--- src/design/string_literal_scanner_assert.svh ---
// Assertion macros for the string literal scanner.
`ifndef STRING_LITERAL_SCANNER_ASSERT_SVH
`define STRING_LITERAL_SCANNER_ASSERT_SVH

// Check that expr holds in the same cycle as cond.
`define SLS_ASSERT_NOW(label, cond, expr, msg) \
  label: assert property (@(posedge clk) disable iff (rst) (cond) |-> (expr)) \
    else $error(msg);

// Check that expr holds in the cycle after cond.
`define SLS_ASSERT_NEXT(label, cond, expr, msg) \
  label: assert property (@(posedge clk) disable iff (rst) (cond) |=> (expr)) \
    else $error(msg);

`endif

--- src/design/sls_pkg.sv ---
// Package: types and constants of the string literal scanner.
package sls_pkg;

  localparam int COUNT_WIDTH_DEFAULT = 16;
  localparam int FIELD_WIDTH = 16;

  localparam logic [7:0] CH_LF      = 8'h0a;
  localparam logic [7:0] CH_CR      = 8'h0d;
  localparam logic [7:0] CH_NUL     = 8'h00;
  localparam logic [7:0] CH_SQUOTE  = 8'h27;
  localparam logic [7:0] CH_DQUOTE  = 8'h22;
  localparam logic [7:0] CH_BSLASH  = 8'h5c;
  localparam logic [7:0] CH_LOWER_U = 8'h75;
  localparam logic [7:0] CH_LOWER_X = 8'h78;
  localparam logic [7:0] CH_LBRACE  = 8'h7b;
  localparam logic [7:0] CH_RBRACE  = 8'h7d;
  localparam logic [7:0] CH_UNDER   = 8'h5f;
  localparam logic [7:0] SEP_LEAD   = 8'he2;
  localparam logic [7:0] SEP_MID    = 8'h80;
  localparam logic [7:0] SEP_LS     = 8'ha8;
  localparam logic [7:0] SEP_PS     = 8'ha9;

  typedef enum logic [2:0] {
    MODE_IDLE  = 3'd0,
    MODE_BODY  = 3'd1,
    MODE_ESC   = 3'd2,
    MODE_UOPEN = 3'd3,
    MODE_BRACE = 3'd4,
    MODE_FIXED = 3'd5
  } mode_t;

  typedef enum logic [2:0] {
    ST_IDLE   = 3'd0,
    ST_SCAN   = 3'd1,
    ST_DONE   = 3'd2,
    ST_NOTLIT = 3'd3,
    ST_TERM   = 3'd4,
    ST_BADHEX = 3'd5
  } status_t;

  typedef struct packed {
    mode_t      mode;
    logic       quote_double;
    logic [2:0] hex_left;
    logic       last_under;
    logic [1:0] sep_step;
  } scan_state_t;

  localparam scan_state_t SCAN_STATE_RESET = '{
    mode: MODE_IDLE, quote_double: 1'b0, hex_left: 3'd0,
    last_under: 1'b0, sep_step: 2'd0
  };

endpackage

--- src/design/string_literal_scanner.sv ---
// String literal scanner: one source byte per cycle in, one status word per
// byte out. A byte is taken every cycle while the result side keeps up; each
// accepted byte waits in the input register until the result register can take
// it; its word then appears on the result port, where the result register holds
// it until it is taken. The scan state and byte count update as a byte moves
// from the input register to the result register, and that update sets the
// rate of one byte per cycle. Offsets and lengths count from the opening
// quote and saturate.
module string_literal_scanner #(
  parameter int COUNT_WIDTH = sls_pkg::COUNT_WIDTH_DEFAULT
) (
  input  logic                            clk,
  input  logic                            rst,
  input  logic                            text_valid,
  output logic                            text_stall,
  input  logic [7:0]                      text_byte,
  input  logic                            starts_token,
  output logic                            result_valid,
  input  logic                            result_stall,
  output logic [2:0]                      scan_status,
  output logic [sls_pkg::FIELD_WIDTH-1:0] token_length,
  output logic [sls_pkg::FIELD_WIDTH-1:0] error_offset
);
  import sls_pkg::*;

  `include "string_literal_scanner_assert.svh"

  logic                   hold_valid;
  logic [7:0]             hold_byte;
  logic                   hold_start;
  logic                   advance;
  logic                   load;

  scan_state_t            state;
  scan_state_t            state_next;
  logic [COUNT_WIDTH-1:0] bytes_seen;
  logic [COUNT_WIDTH-1:0] bytes_seen_next;

  status_t                step_status;
  logic [FIELD_WIDTH-1:0] step_length;
  logic [FIELD_WIDTH-1:0] step_offset;
  status_t                result_status;

  assign advance    = hold_valid && (!result_valid || !result_stall);
  assign text_stall = hold_valid && !advance;
  assign load       = text_valid && !text_stall;

  always_ff @(posedge clk) begin
    if (rst) begin
      hold_valid <= 1'b0;
    end else if (load) begin
      hold_valid <= 1'b1;
    end else if (advance) begin
      hold_valid <= 1'b0;
    end
  end

  always_ff @(posedge clk) begin
    if (load) begin
      hold_byte  <= text_byte;
      hold_start <= starts_token;
    end
  end

  sls_step #(
    .COUNT_WIDTH(COUNT_WIDTH)
  ) u_step (
    .state          (state),
    .bytes_seen     (bytes_seen),
    .text_byte      (hold_byte),
    .starts_token   (hold_start),
    .state_next     (state_next),
    .bytes_seen_next(bytes_seen_next),
    .status         (step_status),
    .length         (step_length),
    .offset         (step_offset)
  );

  always_ff @(posedge clk) begin
    if (rst) begin
      state      <= SCAN_STATE_RESET;
      bytes_seen <= '0;
    end else if (advance) begin
      state      <= state_next;
      bytes_seen <= bytes_seen_next;
    end
  end

  always_ff @(posedge clk) begin
    if (rst) begin
      result_valid <= 1'b0;
    end else if (advance) begin
      result_valid <= 1'b1;
    end else if (!result_stall) begin
      result_valid <= 1'b0;
    end
  end

  always_ff @(posedge clk) begin
    if (advance) begin
      result_status <= step_status;
      token_length  <= step_length;
      error_offset  <= step_offset;
    end
  end

  assign scan_status = result_status;

  `SLS_ASSERT_NOW(a_stall_only_when_full, text_stall, hold_valid,
                  "stall with empty input register")
  `SLS_ASSERT_NOW(a_idle_count_clear, state.mode == MODE_IDLE, bytes_seen == '0,
                  "count not clear while idle")
  `SLS_ASSERT_NOW(a_done_length, result_valid && result_status == ST_DONE,
                  token_length >= FIELD_WIDTH'(2), "literal shorter than two quotes")
  `SLS_ASSERT_NEXT(a_advance_fills_result, advance, result_valid,
                   "result lost after advance")

endmodule

--- src/design/sls_step.sv ---
// Next-state and result logic for one source byte of the scanner.
module sls_step #(
  parameter int COUNT_WIDTH = sls_pkg::COUNT_WIDTH_DEFAULT
) (
  input  sls_pkg::scan_state_t          state,
  input  logic [COUNT_WIDTH-1:0]        bytes_seen,
  input  logic [7:0]                    text_byte,
  input  logic                          starts_token,
  output sls_pkg::scan_state_t          state_next,
  output logic [COUNT_WIDTH-1:0]        bytes_seen_next,
  output sls_pkg::status_t              status,
  output logic [sls_pkg::FIELD_WIDTH-1:0] length,
  output logic [sls_pkg::FIELD_WIDTH-1:0] offset
);
  import sls_pkg::*;

  localparam int WIDE = (COUNT_WIDTH > FIELD_WIDTH) ? COUNT_WIDTH : FIELD_WIDTH;
  localparam logic [WIDE-1:0] FIELD_MAX = WIDE'({FIELD_WIDTH{1'b1}});

  logic                   is_hex;
  logic                   fail;
  logic                   count_full;
  logic [COUNT_WIDTH-1:0] len_raw;
  logic [COUNT_WIDTH-1:0] off_raw;
  logic [WIDE-1:0]        len_wide;
  logic [WIDE-1:0]        off_wide;
  logic [7:0]             close_quote;

  assign is_hex = (text_byte inside {[8'h30:8'h39], [8'h41:8'h46], [8'h61:8'h66]});
  assign count_full = &bytes_seen;
  assign close_quote = state.quote_double ? CH_DQUOTE : CH_SQUOTE;

  always_comb begin
    state_next      = state;
    bytes_seen_next = bytes_seen;
    status          = ST_IDLE;
    fail            = 1'b0;
    len_raw         = '0;
    off_raw         = '0;
    if (starts_token) begin
      state_next.mode       = MODE_IDLE;
      state_next.hex_left   = 3'd0;
      state_next.last_under = 1'b0;
      state_next.sep_step   = 2'd0;
      bytes_seen_next       = '0;
      if (text_byte == CH_SQUOTE || text_byte == CH_DQUOTE) begin
        state_next.mode         = MODE_BODY;
        state_next.quote_double = (text_byte == CH_DQUOTE);
        bytes_seen_next         = COUNT_WIDTH'(1);
        status                  = ST_SCAN;
      end else begin
        status = ST_NOTLIT;
      end
    end else if (state.mode != MODE_IDLE) begin
      status = ST_SCAN;
      case (state.mode)
        MODE_BODY: begin
          if (text_byte == CH_LF || text_byte == CH_CR || text_byte == CH_NUL) begin
            status  = ST_TERM;
            off_raw = bytes_seen;
            fail    = 1'b1;
          end else if (state.sep_step == 2'd2 &&
                       (text_byte == SEP_LS || text_byte == SEP_PS)) begin
            status  = ST_TERM;
            off_raw = (bytes_seen >= COUNT_WIDTH'(2)) ? bytes_seen - COUNT_WIDTH'(2) : '0;
            fail    = 1'b1;
          end else if (text_byte == CH_BSLASH) begin
            state_next.mode     = MODE_ESC;
            state_next.sep_step = 2'd0;
          end else if (text_byte == close_quote) begin
            status  = ST_DONE;
            len_raw = count_full ? bytes_seen : bytes_seen + COUNT_WIDTH'(1);
            fail    = 1'b1;
          end else if (text_byte == SEP_LEAD) begin
            state_next.sep_step = 2'd1;
          end else if (state.sep_step == 2'd1 && text_byte == SEP_MID) begin
            state_next.sep_step = 2'd2;
          end else begin
            state_next.sep_step = 2'd0;
          end
        end
        MODE_ESC: begin
          if (text_byte == CH_NUL) begin
            status  = ST_TERM;
            off_raw = bytes_seen;
            fail    = 1'b1;
          end else if (text_byte == CH_LOWER_U) begin
            state_next.mode = MODE_UOPEN;
          end else if (text_byte == CH_LOWER_X) begin
            state_next.mode     = MODE_FIXED;
            state_next.hex_left = 3'd2;
          end else begin
            state_next.mode = MODE_BODY;
          end
        end
        MODE_UOPEN: begin
          if (text_byte == CH_LBRACE) begin
            state_next.mode       = MODE_BRACE;
            state_next.last_under = 1'b0;
          end else if (is_hex) begin
            state_next.mode     = MODE_FIXED;
            state_next.hex_left = 3'd3;
          end else begin
            status  = ST_BADHEX;
            off_raw = bytes_seen;
            fail    = 1'b1;
          end
        end
        MODE_BRACE: begin
          if (is_hex) begin
            state_next.last_under = 1'b0;
          end else if (text_byte == CH_UNDER && !state.last_under) begin
            state_next.last_under = 1'b1;
          end else if (text_byte == CH_RBRACE) begin
            state_next.mode       = MODE_BODY;
            state_next.last_under = 1'b0;
          end else begin
            status  = ST_BADHEX;
            off_raw = bytes_seen;
            fail    = 1'b1;
          end
        end
        MODE_FIXED: begin
          if (is_hex) begin
            if (state.hex_left <= 3'd1) begin
              state_next.hex_left = 3'd0;
              state_next.mode     = MODE_BODY;
            end else begin
              state_next.hex_left = state.hex_left - 3'd1;
            end
          end else begin
            status  = ST_BADHEX;
            off_raw = bytes_seen;
            fail    = 1'b1;
          end
        end
        default: begin
          status = ST_IDLE;
          fail   = 1'b1;
        end
      endcase
      if (fail) begin
        state_next.mode       = MODE_IDLE;
        state_next.hex_left   = 3'd0;
        state_next.last_under = 1'b0;
        state_next.sep_step   = 2'd0;
        bytes_seen_next       = '0;
      end else if (!count_full) begin
        bytes_seen_next = bytes_seen + COUNT_WIDTH'(1);
      end
    end
  end

  assign len_wide = WIDE'(len_raw);
  assign off_wide = WIDE'(off_raw);
  assign length   = (len_wide > FIELD_MAX) ? '1 : len_wide[FIELD_WIDTH-1:0];
  assign offset   = (off_wide > FIELD_MAX) ? '1 : off_wide[FIELD_WIDTH-1:0];

endmodule

--- config.mk ---
export PLATFORM = sky130hd
export DESIGN_NAME = string_literal_scanner
export DESIGN_NICKNAME = d
export VERILOG_FILES = /design/src/design/sls_pkg.sv /design/src/design/string_literal_scanner.sv /design/src/design/sls_step.sv
export VERILOG_INCLUDE_DIRS = /design/src /design/src/design
export SDC_FILE = /design/constraint.sdc
export NUM_CORES = 1
export LEC_CHECK = 0
export BUFFER_PORTS_ARGS = -buffer_cell sky130_fd_sc_hd__buf_2
export CAP_MARGIN = 0
export CORE_ASPECT_RATIO = 0.8
export CORE_MARGIN = 1
export CORE_UTILIZATION = 45
export CTS_BUF_LIST = sky130_fd_sc_hd__clkbuf_4
export DETAILED_ROUTE_END_ITERATION = 6
export PLACE_DENSITY = 0.63
export SYNTH_ARGS = -nofsm -noshare
export SYNTH_HDL_FRONTEND = slang
export SYNTH_SLANG_ARGS = --single-unit
--- constraint.sdc ---
create_clock -name clk -period 3.6 [get_ports clk]
set_input_delay 0 -clock clk [delete_from_list [all_inputs] [get_ports clk]]
set_output_delay 0 -clock clk [all_outputs]
set_load 0.03 [all_outputs]
==> impl_metrics.py <==
metrics = {
    "run_status": {
        "status": "finished with violations",
        "violations": "DRC",
    },
    "cts": {
        "clock_sinks": 72,
        "clock_path_buffers": 2,
        "cts_root_buf": "clkbuf_4",
        "cts_tree": "done",
        "path_clk_slew_ns": 0.11,
        "clock_latency_ns": 0.47,
        "post_cts_buffers": 0,
        "cts_buffers": 9,
        "cts_resized": 0,
        "htree_levels": 3,
    },
    "routing": {
        "dr.pass1.iters": 7,
        "drtAntennaViolNets": 0,
        "vias": 3975,
        "drt_wl_total_mm": 11.4,
        "drt-initial-drc-count": 403,
        "drc": 4,
        "wl_per_cell_um": 18.1,
        "via_per_inst": 6.29,
    },
    "setup_path": {
        "slowest_stage": "nor4_2",
        "arrival_ns": 3.28,
        "cp.required_ns": 3.87,
        "end_kind": "register",
        "slowest_delay_ns": 0.67,
        "crit_type": "register to register",
        "r2r_cells": 6,
        "cp_top_family": "compound AO/OA/AOI/OAI gates",
        "cp-start-kind": "register",
        "path_buf_inv": 0,
        "critPathMaxFanout": 29,
        "worstPathCellList": "nor4_2, o31ai_4, a21o_4, a31oi_4, a41oi_1, a311oi_1",
        "path_depth": 6,
    },
    "global_route": {
        "grtUsageTotal_pct": 23.0,
        "grt_pass1_vias": 3499,
        "grt_overflow_total": 0,
        "antenna_found_initial": 0,
        "grt_max_degree": 40,
        "grt_first_pass_wirelength_mm": 18.2,
    },
    "timing": {
        "drv_slew": 0,
        "timing.fmax_mhz": 332,
        "min_period_ns": 3.01,
        "period_share_pct": 83.6,
        "hold_viol_final": 0,
        "worstMarginPinSlew_ns": 1.17,
        "setup_viol": 0,
        "fin_tns_setup_ns": 0,
        "finClkSkew_ns": 0.0196,
        "relSlewSlack_pct": 21.6,
        "rsz0062_at_grt": "false",
        "worst_slack_ns": 0.591,
    },
    "placed_design": {
        "port_buffers": 49,
        "dp.cells": 604,
        "gp_congestion": 0.890,
        "dp_slack_ns": 0.636,
        "hpwl_mm": 7.81,
        "dpl_cell_area_mm2": 0.00461,
    },
    "yosys": {
        "seq_area_frac_synth_pct": 43.1,
        "yosysTopAreaCellShare_pct": 30.3,
        "synth_warnings": 0,
        "syn_area_mm2": 0.00437,
        "ys_top_cells_by_area": "edfxtp_1, dfxtp_1, a21oi_1",
        "synth_area_per_cell_um2": 9.27,
        "synth_top_flop_cell": "edfxtp_1",
        "syn_inst": 471,
        "synth_edf_count": 44,
        "synth-seq-cells": 72,
        "yosys.area.top_type": "edfxtp_1",
        "ys_types": 71,
        "synth_async_sr_flop_share_pct": 0,
        "syn_nets": 489,
    },
    "die": {
        "dieArea_mm2": 0.0101,
        "rows": 31,
        "die_h_um": 90.1,
        "fp.dieW_um": 112,
        "coreArea_mm2": 0.00923,
        "io_pins": 50,
        "floorplan.initialDensity_pct": 47.3,
    },
    "final_layout": {
        "final_cell_count_no_fill": 632,
        "fillCellCount": 863,
        "area_growth_syn_to_layout_pct": 11.9,
        "drive_above_1_share_pct": 17.2,
        "most-common-layout-cells": "buf_2, nor2_1, edfxtp_1",
        "final_cell_area_mm2": 0.00489,
        "final_common_cell": "buf_2",
        "layout.nets": 530,
        "diodes": 0,
    },
    "power_and_ir_drop": {
        "ir_drop_mv": 0.188,
        "power.density_mw_per_mm2": 339,
        "power.leakage_nw": 1.61,
    },
    "run": {
        "maxCapViolations": 0,
    },
    "hold_path": {
        "hold_depth": 2,
        "min_path_type": "input pin to register",
    },
}
==> cell families after synthesis <==
kind of cell               count (synthesis)  synth area share (%)
muxes                                      1                 0.229
adders and majority gates                  5                  1.43
xor gates and xnor gates                  12                  2.41
and+or+nand+nor                          192                  24.8
buffers and inverters                     54                  5.73
DFF                                       72                  43.1
AOI/OAI and AO/OA                        135                  22.3
==> state kept, by name, summed over array words and instances, names as in the netlist <==
name / count
hold_start: 1
state: 10
scan_status: 3
token_length: 16
hold_valid: 1
hold_byte: 8
error_offset: 16
result_valid: 1
bytes_seen: 16
==> timing repair <==
| action | in CTS | in global routing |
|---|---|---|
| endpoints found under the hold margin | 11 | 0 |
| endpoints found under the setup margin | 0 | 0 |
| hold buffers | 12 | 0 |
==> power breakdown <==
group	switching, W	leakage, nW	internal, W
combinational	0.0000995	0.877	0.0000477
sequential	0.0000223	0.649	0.000896
clock	0.000301	0.0836	0.000291
==> final timing paths <==
check / startpoint / endpoint / slack (ns)
max: hold_byte[2] / error_offset[7] / 0.59
min: rst / result_valid / 0.1
max reg2reg: hold_byte[2] / error_offset[7] / 0.59
min reg2reg: state[2] / state[2] / 0.50
==> worst register-to-register path: cells and delay by family (launching register included) <==
| kind | cells | cell delay (ns) |
|---|---|---|
| DFF | 1 | 0.62 |
| AOI/OAI and AO/OA | 5 | 1.54 |
| and+or+nand+nor | 1 | 0.67 |
==> metrics by stage <==
stage / total power [W] / util [%] / hold WS, ns
finish: 0.00166 / 53.0 / 0.0962
global route: 0.00170 / 53.0 / 0.111
CTS: 0.00167 / 53.0 / 0.0805
detailed placement: 0.00107 / 50.0 / 0.179
global placement: 0.00107 / 50.0 / 0.176
floorplan: 0.00103 / - / 0.0989
==> final cells by class <==
type	count	area (µm²)	share of cell area, %
clock inverters	5	71.3	1.46
inverters	17	63.8	1.31
flip-flops and latches	72	1880	38.5
clock buffers	11	82.6	1.69
multi-input cells	345	2230	45.7
repair buffers	67	410	8.40
well taps	115	144	2.94
==> cell usage after synthesis, types with 5 or more instances <==
cell and n:
o31ai_1 6, nand3_1 19, nor2_1 44, a31oi_1 20, nand4b_1 6, o32ai_1 5, a21oi_1 34, buf_2 11
nor2b_1 6, clkbuf_1 18, xnor2_1 12, nand4_1 6, a211oi_1 5, nor3b_1 6, inv_1 17, nand2_1 37
ha_1 5, or3_1 9, nor3_1 19, o21ai_0 16, dfxtp_1 28, edfxtp_1 44, a311oi_1 11
==> metal layers <==
| metal | part of all wire [%] | GRT usage [%] |
|---|---|---|
| met3 | 8.8 | 6.41 |
| met4 | 1.5 | 8.78 |
| met2 | 41 | 31.9 |
| met1 | 49 | 33.5 |
| met5 | 0 | 0 |
(Power assumes the default switching activity.)
